### config.mk
export PLATFORM = sky130hd
export DESIGN_NAME = four_byte_word_machine_executor_flat
export DESIGN_NICKNAME = d
export VERILOG_FILES = /design/src/fbw_pkg.sv /design/src/fbw_req_if.sv /design/src/fbw_rsp_if.sv /design/src/four_byte_word_machine_executor.sv /design/src/flat_wrapper.sv
export SDC_FILE = /design/constraint.sdc
export NUM_CORES = 2
export LEC_CHECK = 0
export BUFFER_PORTS_ARGS = -buffer_cell sky130_fd_sc_hd__buf_2
export CORE_MARGIN = 2
export CORE_UTILIZATION = 30
export CTS_CLUSTER_SIZE = 16
export DETAILED_ROUTE_END_ITERATION = 16
export SYNTH_ARGS = -nofsm -noshare
export SYNTH_HDL_FRONTEND = slang
export SYNTH_SLANG_ARGS = --single-unit
export TNS_END_PERCENT = 20
### constraint.sdc
create_clock -name clock -period 10.6 [get_ports clock]
set_input_delay 2.65 -clock clock [delete_from_list [all_inputs] [get_ports clock]]
set_output_delay 2.65 -clock clock [all_outputs]
set_load 0.1 [all_outputs]
### src/fbw_pkg.sv
// ----------------------------------------------------------------------------
// fbw_pkg
// shared types and constants of the four-byte word machine executor
// ----------------------------------------------------------------------------
package fbw_pkg;

   localparam int BLOCK_WORDS = 10;

   typedef enum logic [1:0] {
      FN_CLEAR = 2'd0,
      FN_LOAD  = 2'd1,
      FN_STEP  = 2'd2,
      FN_CARD  = 2'd3
   } func_type;

   typedef enum logic [2:0] {
      ST_OK      = 3'd0,
      ST_CARD    = 3'd1,
      ST_PRINT   = 3'd2,
      ST_HALT    = 3'd3,
      ST_BADOP   = 3'd4,
      ST_BADADDR = 3'd5,
      ST_IGNORED = 3'd6
   } status_type;

   typedef enum logic [2:0] {
      OP_LR = 3'd0,
      OP_SR = 3'd1,
      OP_CR = 3'd2,
      OP_BT = 3'd3,
      OP_GD = 3'd4,
      OP_PD = 3'd5
   } op_type;

   localparam logic [7:0] CH_0 = 8'h30;
   localparam logic [7:0] CH_9 = 8'h39;
   localparam logic [7:0] CH_L = 8'h4C;
   localparam logic [7:0] CH_S = 8'h53;
   localparam logic [7:0] CH_C = 8'h43;
   localparam logic [7:0] CH_B = 8'h42;
   localparam logic [7:0] CH_G = 8'h47;
   localparam logic [7:0] CH_P = 8'h50;
   localparam logic [7:0] CH_H = 8'h48;
   localparam logic [7:0] CH_R = 8'h52;
   localparam logic [7:0] CH_T = 8'h54;
   localparam logic [7:0] CH_D = 8'h44;

endpackage

### src/fbw_req_if.sv
// ----------------------------------------------------------------------------
// fbw_req_if
// request channel: one word per handshake into the executor
// ----------------------------------------------------------------------------
interface fbw_req_if;
   logic        valid;
   logic        ready;
   logic [1:0]  func;
   logic [6:0]  load_addr;
   logic [31:0] data_word;

   modport source (output valid, output func, output load_addr, output data_word,
                   input ready);
   modport sink   (input valid, input func, input load_addr, input data_word,
                   output ready);
endinterface

### src/fbw_rsp_if.sv
// ----------------------------------------------------------------------------
// fbw_rsp_if
// response channel: one result word per handshake out of the executor
// ----------------------------------------------------------------------------
interface fbw_rsp_if;
   logic        valid;
   logic        ready;
   logic [2:0]  status;
   logic [31:0] out_word;
   logic        last;
   logic [6:0]  counter_now;
   logic        flag_now;

   modport source (output valid, output status, output out_word, output last,
                   output counter_now, output flag_now, input ready);
   modport sink   (input valid, input status, input out_word, input last,
                   input counter_now, input flag_now, output ready);
endinterface

### src/four_byte_word_machine_executor.sv
// ----------------------------------------------------------------------------
// four_byte_word_machine_executor
// word machine with MEM_WORDS four-character words stepped one instruction
// at a time, with card input and block print
// ----------------------------------------------------------------------------
// One request is handled at a time; the next is taken once its last result
// word has been taken. Clear, load and card requests give their result
// straight from idle. A step goes through a fetch read and a decode, and LR
// and CR add an operand read, a second read of the single read port. PD
// takes a fetch, then a read and a data state per printed word for each
// word of the block, and waits when the result side stalls. Memory
// contents are qualified by one valid bit per word, so reset and a new job
// clear empty the memory at once, with no clearing pass.
// ----------------------------------------------------------------------------
module four_byte_word_machine_executor #(
   parameter int MEM_WORDS = 100
) (
   input  logic      clock,
   input  logic      reset,
   fbw_req_if.sink   req_chan,
   fbw_rsp_if.source rsp_chan
);

   localparam int         AW      = $clog2(MEM_WORDS);
   localparam logic [7:0] MW8     = 8'(MEM_WORDS);
   localparam logic [3:0] LAST_K  = 4'(fbw_pkg::BLOCK_WORDS - 1);
   localparam logic [3:0] BLK_CNT = 4'(fbw_pkg::BLOCK_WORDS);

   typedef enum logic [4:0] {
      S_IDLE  = 5'b00001,
      S_FETCH = 5'b00010,
      S_OPER  = 5'b00100,
      S_PREAD = 5'b01000,
      S_PDATA = 5'b10000
   } state_type;

   // memory and its valid bits
   logic [31:0]          mem [MEM_WORDS];
   logic [MEM_WORDS-1:0] valid_ff, valid_in;
   logic [31:0]          mem_rd_ff;
   logic                 mem_rdv_ff;
   logic                 mem_we, mem_re, clr;
   logic [AW-1:0]        mem_waddr, mem_raddr;
   logic [31:0]          mem_wdata;
   logic [31:0]          rword;
   logic [6:0]           paddr;

   state_type           state_ff, state_in;
   logic [6:0]          ic_ff, ic_in;
   logic [31:0]         gr_ff, gr_in;
   logic                flag_ff, flag_in;
   logic                halted_ff, halted_in;
   logic [6:0]          cptr_ff, cptr_in;
   logic [3:0]          cleft_ff, cleft_in;
   fbw_pkg::op_type     op_ff, op_in;
   logic [6:0]          pblk_ff, pblk_in;
   logic [3:0]          k_ff, k_in;

   logic                   rsp_valid_ff, rsp_valid_in;
   fbw_pkg::status_type    rsp_status_ff, rsp_status_in;
   logic [31:0]            rsp_word_ff, rsp_word_in;
   logic                   rsp_last_ff, rsp_last_in;
   logic [6:0]             rsp_cnt_ff, rsp_cnt_in;
   logic                   rsp_flag_ff, rsp_flag_in;
   logic                   rsp_load, rsp_print;

   // instruction decode
   logic [7:0]      c0, c1, c2, c3;
   logic [6:0]      tens7, tens10, dig_addr;
   logic [7:0]      blk_end;
   logic            op_ok, dig_ok, addr_ok;
   fbw_pkg::op_type dec_op;
   logic            req_acc;

   assign req_acc  = req_chan.valid && req_chan.ready;
   assign rword    = mem_rdv_ff ? mem_rd_ff : 32'd0;
   assign paddr    = pblk_ff + {3'd0, k_ff};

   assign c0 = rword[31:24];
   assign c1 = rword[23:16];
   assign c2 = rword[15:8];
   assign c3 = rword[7:0];

   assign tens7    = {3'd0, 4'(c2 - fbw_pkg::CH_0)};
   assign tens10   = (tens7 << 3) + (tens7 << 1);
   assign dig_addr = tens10 + {3'd0, 4'(c3 - fbw_pkg::CH_0)};
   assign blk_end  = {1'b0, tens10} + {4'd0, BLK_CNT};
   assign dig_ok   = (c2 >= fbw_pkg::CH_0) && (c2 <= fbw_pkg::CH_9) &&
                     (c3 >= fbw_pkg::CH_0) && (c3 <= fbw_pkg::CH_9);

   always_comb begin
      op_ok  = 1'b1;
      dec_op = fbw_pkg::OP_LR;
      if (c1 == fbw_pkg::CH_R && c0 == fbw_pkg::CH_L) begin
         dec_op = fbw_pkg::OP_LR;
      end else if (c1 == fbw_pkg::CH_R && c0 == fbw_pkg::CH_S) begin
         dec_op = fbw_pkg::OP_SR;
      end else if (c1 == fbw_pkg::CH_R && c0 == fbw_pkg::CH_C) begin
         dec_op = fbw_pkg::OP_CR;
      end else if (c1 == fbw_pkg::CH_T && c0 == fbw_pkg::CH_B) begin
         dec_op = fbw_pkg::OP_BT;
      end else if (c1 == fbw_pkg::CH_D && c0 == fbw_pkg::CH_G) begin
         dec_op = fbw_pkg::OP_GD;
      end else if (c1 == fbw_pkg::CH_D && c0 == fbw_pkg::CH_P) begin
         dec_op = fbw_pkg::OP_PD;
      end else begin
         op_ok = 1'b0;
      end
   end

   assign addr_ok = dig_ok && ({1'b0, dig_addr} < MW8) &&
                    !((dec_op == fbw_pkg::OP_GD || dec_op == fbw_pkg::OP_PD) &&
                      (blk_end > MW8));

   always_comb begin
      state_in      = state_ff;
      ic_in         = ic_ff;
      gr_in         = gr_ff;
      flag_in       = flag_ff;
      halted_in     = halted_ff;
      cptr_in       = cptr_ff;
      cleft_in      = cleft_ff;
      op_in         = op_ff;
      pblk_in       = pblk_ff;
      k_in          = k_ff;
      clr           = 1'b0;
      mem_we        = 1'b0;
      mem_waddr     = '0;
      mem_wdata     = req_chan.data_word;
      mem_re        = 1'b0;
      mem_raddr     = '0;
      rsp_load      = 1'b0;
      rsp_print     = 1'b0;
      rsp_status_in = fbw_pkg::ST_OK;
      rsp_last_in   = 1'b1;

      case (state_ff)
         S_IDLE: begin
            if (req_acc) begin
               rsp_load = 1'b1;
               case (req_chan.func)
                  fbw_pkg::FN_CLEAR: begin
                     clr       = 1'b1;
                     ic_in     = '0;
                     gr_in     = '0;
                     flag_in   = 1'b0;
                     halted_in = 1'b0;
                     cptr_in   = '0;
                     cleft_in  = '0;
                  end
                  fbw_pkg::FN_LOAD: begin
                     if ({1'b0, req_chan.load_addr} < MW8) begin
                        mem_we    = 1'b1;
                        mem_waddr = req_chan.load_addr[AW-1:0];
                     end else begin
                        rsp_status_in = fbw_pkg::ST_BADADDR;
                     end
                  end
                  fbw_pkg::FN_CARD: begin
                     if (cleft_ff != 4'd0 && {1'b0, cptr_ff} < MW8) begin
                        mem_we        = 1'b1;
                        mem_waddr     = cptr_ff[AW-1:0];
                        cptr_in       = cptr_ff + 7'd1;
                        cleft_in      = cleft_ff - 4'd1;
                        rsp_status_in = (cleft_ff != 4'd1) ? fbw_pkg::ST_CARD
                                                           : fbw_pkg::ST_OK;
                     end else begin
                        rsp_status_in = fbw_pkg::ST_IGNORED;
                     end
                  end
                  default: begin
                     if (halted_ff || cleft_ff != 4'd0) begin
                        rsp_status_in = fbw_pkg::ST_IGNORED;
                     end else if ({1'b0, ic_ff} >= MW8) begin
                        halted_in     = 1'b1;
                        rsp_status_in = fbw_pkg::ST_BADADDR;
                     end else begin
                        rsp_load  = 1'b0;
                        mem_re    = 1'b1;
                        mem_raddr = ic_ff[AW-1:0];
                        ic_in     = ic_ff + 7'd1;
                        state_in  = S_FETCH;
                     end
                  end
               endcase
            end
         end
         S_FETCH: begin
            rsp_load = 1'b1;
            state_in = S_IDLE;
            if (c0 == fbw_pkg::CH_H) begin
               halted_in     = 1'b1;
               rsp_status_in = fbw_pkg::ST_HALT;
            end else if (!op_ok) begin
               halted_in     = 1'b1;
               rsp_status_in = fbw_pkg::ST_BADOP;
            end else if (!addr_ok) begin
               halted_in     = 1'b1;
               rsp_status_in = fbw_pkg::ST_BADADDR;
            end else begin
               case (dec_op)
                  fbw_pkg::OP_LR, fbw_pkg::OP_CR: begin
                     rsp_load  = 1'b0;
                     mem_re    = 1'b1;
                     mem_raddr = dig_addr[AW-1:0];
                     op_in     = dec_op;
                     state_in  = S_OPER;
                  end
                  fbw_pkg::OP_SR: begin
                     mem_we    = 1'b1;
                     mem_waddr = dig_addr[AW-1:0];
                     mem_wdata = gr_ff;
                  end
                  fbw_pkg::OP_BT: begin
                     if (flag_ff) begin
                        ic_in = dig_addr;
                     end
                  end
                  fbw_pkg::OP_GD: begin
                     cptr_in       = tens10;
                     cleft_in      = BLK_CNT;
                     rsp_status_in = fbw_pkg::ST_CARD;
                  end
                  default: begin
                     rsp_load = 1'b0;
                     pblk_in  = tens10;
                     k_in     = '0;
                     state_in = S_PREAD;
                  end
               endcase
            end
         end
         S_OPER: begin
            rsp_load = 1'b1;
            state_in = S_IDLE;
            if (op_ff == fbw_pkg::OP_LR) begin
               gr_in = rword;
            end else begin
               flag_in = (rword == gr_ff);
            end
         end
         S_PREAD: begin
            mem_re    = 1'b1;
            mem_raddr = paddr[AW-1:0];
            state_in  = S_PDATA;
         end
         S_PDATA: begin
            if (!rsp_valid_ff || rsp_chan.ready) begin
               rsp_load      = 1'b1;
               rsp_print     = 1'b1;
               rsp_status_in = fbw_pkg::ST_PRINT;
               rsp_last_in   = (k_ff == LAST_K);
               if (k_ff == LAST_K) begin
                  state_in = S_IDLE;
               end else begin
                  k_in     = k_ff + 4'd1;
                  state_in = S_PREAD;
               end
            end
         end
         default: begin
            state_in = S_IDLE;
         end
      endcase

      rsp_word_in  = rsp_print ? rword : gr_in;
      rsp_cnt_in   = ic_in;
      rsp_flag_in  = flag_in;
      rsp_valid_in = rsp_load || (rsp_valid_ff && !rsp_chan.ready);

      valid_in = valid_ff;
      if (clr) begin
         valid_in = '0;
      end else if (mem_we) begin
         valid_in[mem_waddr] = 1'b1;
      end
   end

   // memory: one write port, one registered read port
   always_ff @(posedge clock) begin
      if (mem_we) begin
         mem[mem_waddr] <= mem_wdata;
      end
      if (mem_re) begin
         mem_rd_ff  <= mem[mem_raddr];
         mem_rdv_ff <= valid_ff[mem_raddr];
      end
   end

   always_ff @(posedge clock) begin
      if (reset) begin
         state_ff     <= S_IDLE;
         ic_ff        <= '0;
         gr_ff        <= '0;
         flag_ff      <= 1'b0;
         halted_ff    <= 1'b0;
         cptr_ff      <= '0;
         cleft_ff     <= '0;
         k_ff         <= '0;
         valid_ff     <= '0;
         rsp_valid_ff <= 1'b0;
      end else begin
         state_ff     <= state_in;
         ic_ff        <= ic_in;
         gr_ff        <= gr_in;
         flag_ff      <= flag_in;
         halted_ff    <= halted_in;
         cptr_ff      <= cptr_in;
         cleft_ff     <= cleft_in;
         k_ff         <= k_in;
         valid_ff     <= valid_in;
         rsp_valid_ff <= rsp_valid_in;
      end
   end

   always_ff @(posedge clock) begin
      op_ff   <= op_in;
      pblk_ff <= pblk_in;
      if (rsp_load) begin
         rsp_status_ff <= rsp_status_in;
         rsp_word_ff   <= rsp_word_in;
         rsp_last_ff   <= rsp_last_in;
         rsp_cnt_ff    <= rsp_cnt_in;
         rsp_flag_ff   <= rsp_flag_in;
      end
   end

   assign req_chan.ready       = (state_ff == S_IDLE) && !rsp_valid_ff;
   assign rsp_chan.valid       = rsp_valid_ff;
   assign rsp_chan.status      = rsp_status_ff;
   assign rsp_chan.out_word    = rsp_word_ff;
   assign rsp_chan.last        = rsp_last_ff;
   assign rsp_chan.counter_now = rsp_cnt_ff;
   assign rsp_chan.flag_now    = rsp_flag_ff;

   // card fill never runs past the end of memory
   a_card_range: assert property (@(posedge clock) disable iff (reset)
      (cleft_ff != 4'd0) |-> (({1'b0, cptr_ff} + {4'd0, cleft_ff}) <= MW8))
      else $error("card fill out of range");

   // print word index stays inside the block
   a_print_idx: assert property (@(posedge clock) disable iff (reset)
      (k_ff <= LAST_K))
      else $error("print index out of block");

   // only printed words can be followed by more words of the same request
   a_single_last: assert property (@(posedge clock) disable iff (reset)
      (rsp_chan.valid && rsp_chan.status != fbw_pkg::ST_PRINT) |-> rsp_chan.last)
      else $error("non-print result without last");

   // a new job clear empties memory at once
   a_clear: assert property (@(posedge clock) disable iff (reset)
      (req_acc && req_chan.func == fbw_pkg::FN_CLEAR) |=> (valid_ff == '0))
      else $error("memory not cleared");

   // no request is taken while a print block is in progress
   a_print_busy: assert property (@(posedge clock) disable iff (reset)
      (state_ff == S_PREAD || state_ff == S_PDATA) |=> !$past(req_acc))
      else $error("request taken during print");

endmodule
### src/flat_wrapper.sv
// flat-port wrapper written by rule: the top's interface ports become plain ports
module four_byte_word_machine_executor_flat 
#(
   parameter int MEM_WORDS = 100
)
  (clock, reset, req_chan_valid, req_chan_func, req_chan_load_addr, req_chan_data_word, req_chan_ready, rsp_chan_valid, rsp_chan_status, rsp_chan_out_word, rsp_chan_last, rsp_chan_counter_now, rsp_chan_flag_now, rsp_chan_ready);
  fbw_req_if req_chan_i ();
  fbw_rsp_if rsp_chan_i ();
  input  logic clock;
  input  logic reset;
  input wire logic [$bits(req_chan_i.valid)-1:0] req_chan_valid;
  input wire logic [$bits(req_chan_i.func)-1:0] req_chan_func;
  input wire logic [$bits(req_chan_i.load_addr)-1:0] req_chan_load_addr;
  input wire logic [$bits(req_chan_i.data_word)-1:0] req_chan_data_word;
  output wire logic [$bits(req_chan_i.ready)-1:0] req_chan_ready;
  output wire logic [$bits(rsp_chan_i.valid)-1:0] rsp_chan_valid;
  output wire logic [$bits(rsp_chan_i.status)-1:0] rsp_chan_status;
  output wire logic [$bits(rsp_chan_i.out_word)-1:0] rsp_chan_out_word;
  output wire logic [$bits(rsp_chan_i.last)-1:0] rsp_chan_last;
  output wire logic [$bits(rsp_chan_i.counter_now)-1:0] rsp_chan_counter_now;
  output wire logic [$bits(rsp_chan_i.flag_now)-1:0] rsp_chan_flag_now;
  input wire logic [$bits(rsp_chan_i.ready)-1:0] rsp_chan_ready;
  assign req_chan_i.valid = req_chan_valid;
  assign req_chan_i.func = req_chan_func;
  assign req_chan_i.load_addr = req_chan_load_addr;
  assign req_chan_i.data_word = req_chan_data_word;
  assign req_chan_ready = req_chan_i.ready;
  assign rsp_chan_valid = rsp_chan_i.valid;
  assign rsp_chan_status = rsp_chan_i.status;
  assign rsp_chan_out_word = rsp_chan_i.out_word;
  assign rsp_chan_last = rsp_chan_i.last;
  assign rsp_chan_counter_now = rsp_chan_i.counter_now;
  assign rsp_chan_flag_now = rsp_chan_i.flag_now;
  assign rsp_chan_i.ready = rsp_chan_ready;
  four_byte_word_machine_executor #(.MEM_WORDS(MEM_WORDS)) u_core (.clock(clock), .reset(reset), .req_chan(req_chan_i), .rsp_chan(rsp_chan_i));
endmodule
==> impl_metrics.ini <==
[status]
status = finished, violations left
violations = capacitance limit, slew limit

[routing]
wl_per_cell_um = 29.7
antenna_left = 0
drt_iter0_markers = 15600
detailedRoute.firstPassIterationCount = 8
vias = 93700
wl_um = 498000
vias_per_cell = 5.60
drc = 0

[final_layout]
nNetsFinal = 10400
n_fill_cell = 43800
final_util = 0.348
multiInputGateArea_sq_um = 34000
synthToLayoutAreaGrowth_pct = 15.3
drive_gt1_frac = 0.111
layout.area.seq_sq_um = 102000

[logic_synthesis]
synth_seq_cells = 3448
muxShareOfSynthArea = 0.0333
synth_common_cells = 3286 x edfxtp_1, 2329 x nand2_1, 687 x nand3_1
ys.flop_type = edfxtp_1
synth-compound-area-share = 0.0853
synth_top_cell_area_share = 0.716
synth.net_count = 10200
synth.most_common_cell = edfxtp_1
synth.area.top_cells = edfxtp_1 72%, nand2_1 6.3%, mux2i_1 3.3%
netlist_area_sq_um = 138000
synthCells = 10100
synth_cell_type_count = 89
synth-simple-area-share = 0.115
synth_edf_count = 3286
synth_seq_area_share = 0.739
async_flop_share = 0
yosysTopAreaCell = edfxtp_1
synth_area_per_cell_sq_um = 13.6
synth_top_family_by_area = simple AND/OR/NAND/NOR gates
ys.warnings.count = 0
synth_xor_area_frac = 0.00127
synthAdderAreaFrac = 0.00177

[sta]
skew_ns = 0.0604
min_period_ns = 8.19
finalSetupViolations = 0
fin_crit_sh = 0.772
maxSlewHeadroom = -0.0867
drv_slew = 11
max_freq_mhz = 122
final-hold-violation-count = 0
fin_setup_tns_ns = 0
rsz0062_at_grt = false
worstMarginPinSlew_ns = 1.62

[floorplanning]
fp.dieH_um = 682
die-width_um = 682
design.core.area_sq_um = 457000
start_util = 0.302
pin_count = 91
dieArea_sq_um = 465000
rows = 248

[cts]
worstSkewPairLatency_ns = 0.97
cts_root_buf = clkbuf_16
cts_setup_buffers = 0
cts_sinks = 3448
hold_buffers = 0
cts_buffers = 358
post_cts_resized = 0
path_clk_slew_ns = 0.06
clk_path_buf_depth = 4
cts_tree = done
htree_levels = 5

[setup_path]
worstSetupPathType = reg2reg
worstPathRequired_ns = 11.37
cp-end-kind = register
critPathLaunchType = register
crit_arrival_ns = 8.96
path_max_fanout = 103

[global_routing]
grt_pass1_wl_um = 684000
antenna_found_initial = 33
grt_pass1_vias = 85600
grt_overflow = 0
grt_max_degree = 122
track_usage = 0.206

[placement]
dp_hpwl_um = 297000
numPortBuffers = 90
place_congestion = 0.944

[power]
ir_worst_vdd_uv = 142
power.leakage_nw = 53.1
power_density_nw_per_um2 = 178

[worst_hold_path]
worstHoldPathType = reg2reg

[flow_run]
max-cap-violations = 3
[state kept, by name (all words and copies together), names as in the netlist, 6 cells and up]
signal,cells
u_core.mem,3200
u_core.valid_ff,100
u_core.gr_ff,32
u_core.mem_rd_ff,32
u_core.rsp_chan.out_word,32
u_core.cptr_ff,7
u_core.ic_ff,7
u_core.rsp_chan.counter_now,7
u_core.pblk_ff,6
[final timing paths]
path                               startpoint                                to  slack (ns)  cells past startpoint
max             u_core.mem_rd_ff[8]$_DFFE_PP_     u_core.mem_rd_ff[3]$_DFFE_PP_        2.41                     16
min reg2reg  u_core.valid_ff[10]$_SDFFE_PP0P_  u_core.valid_ff[10]$_SDFFE_PP0P_        0.46                      1
max reg2reg     u_core.mem_rd_ff[8]$_DFFE_PP_     u_core.mem_rd_ff[3]$_DFFE_PP_        2.41                     16
min          u_core.valid_ff[10]$_SDFFE_PP0P_  u_core.valid_ff[10]$_SDFFE_PP0P_        0.46                      1
[cells in the final DEF, fill, tap and decap left out, drive strengths merged, types with 68 or more instances in the layout]
master | Yosys | layout
a21oi | 653 | 653
clkinv | 0 | 152
edfxtp | 3286 | 3286
a22oi | 217 | 217
nand4 | 68 | 68
mux2i | 453 | 453
nand3 | 687 | 687
nand2 | 2330 | 2330
a32oi | 123 | 123
nor2 | 291 | 291
nor4 | 73 | 73
o21a | 108 | 108
dfxtp | 162 | 162
o21ai | 125 | 125
clkbuf | 159 | 457
nor3 | 77 | 77
buf | 500 | 451
a31oi | 113 | 113
o22ai | 130 | 130
[area by class of cell]
class / instances / area share
multi-input cells: 6010 / 0.214
flip-flops and latches: 3448 / 0.641
clock inverters: 198 / 0.0121
inverters: 30 / 0.000708
diodes: 21 / 0.000331
well taps: 6125 / 0.0482
clock buffers: 457 / 0.0605
repair buffers: 451 / 0.0228
[per-stage QoR]
stage,worst slack [ns],std cells,total power [mW],instance area (sq um),hold slack [ns]
floorplan,1.31,10100,15.7,138000,0.435
global placement,0.772,16100,16.0,147000,0.444
detailed placement,1.69,16100,16.0,147000,0.447
CTS,2.66,16700,28.3,159000,0.466
global route,2.29,16700,28.9,159000,0.475
finish,2.41,16700,28.3,159000,0.463
[layer usage]
layer / GRT usage / vias to the layer above / routed length, um / share of wire
li1: - / 38600 / - / -
met1: 0.278 / 47600 / 189000 / 0.38
met2: 0.305 / 6512 / 213000 / 0.43
met3: 0.0581 / 973 / 68100 / 0.14
met4: 0.0966 / 16 / 27000 / 0.054
met5: 0 / - / 348 / 0.00070
[where the power goes]
group	leakage, nW	internal [mW]	switching (mW)	total (mW)
sequential	30.9	14.9	0.0340	15.0
combinational	16.6	0.107	0.626	0.733
clock	5.65	7.10	5.44	12.5
[kinds of logic after synthesis]
kind of cell / Yosys count
flops: 3448
compound gates: 1795
buf+inv: 689
mux: 458
xor+xnor: 20
simple gates: 3718
fa+ha+maj: 19
[critical path, stage by stage (launching register included)]
cell,delay (ns)
edfxtp_1,0.69
and2_1,0.43
ha_1,0.28
ha_1,0.28
a311o_1,0.35
and3_1,0.35
or4_1,0.57
a41oi_2,0.82
a41o_4,0.87
buf_12,0.46
buf_4,0.48
nand2_1,0.09
a22oi_1,0.25
a2111oi_0,0.15
nor3_1,0.82
o211ai_1,0.60
a31oi_1,0.30
No activity file was read; power rests on OpenSTA's default activity.
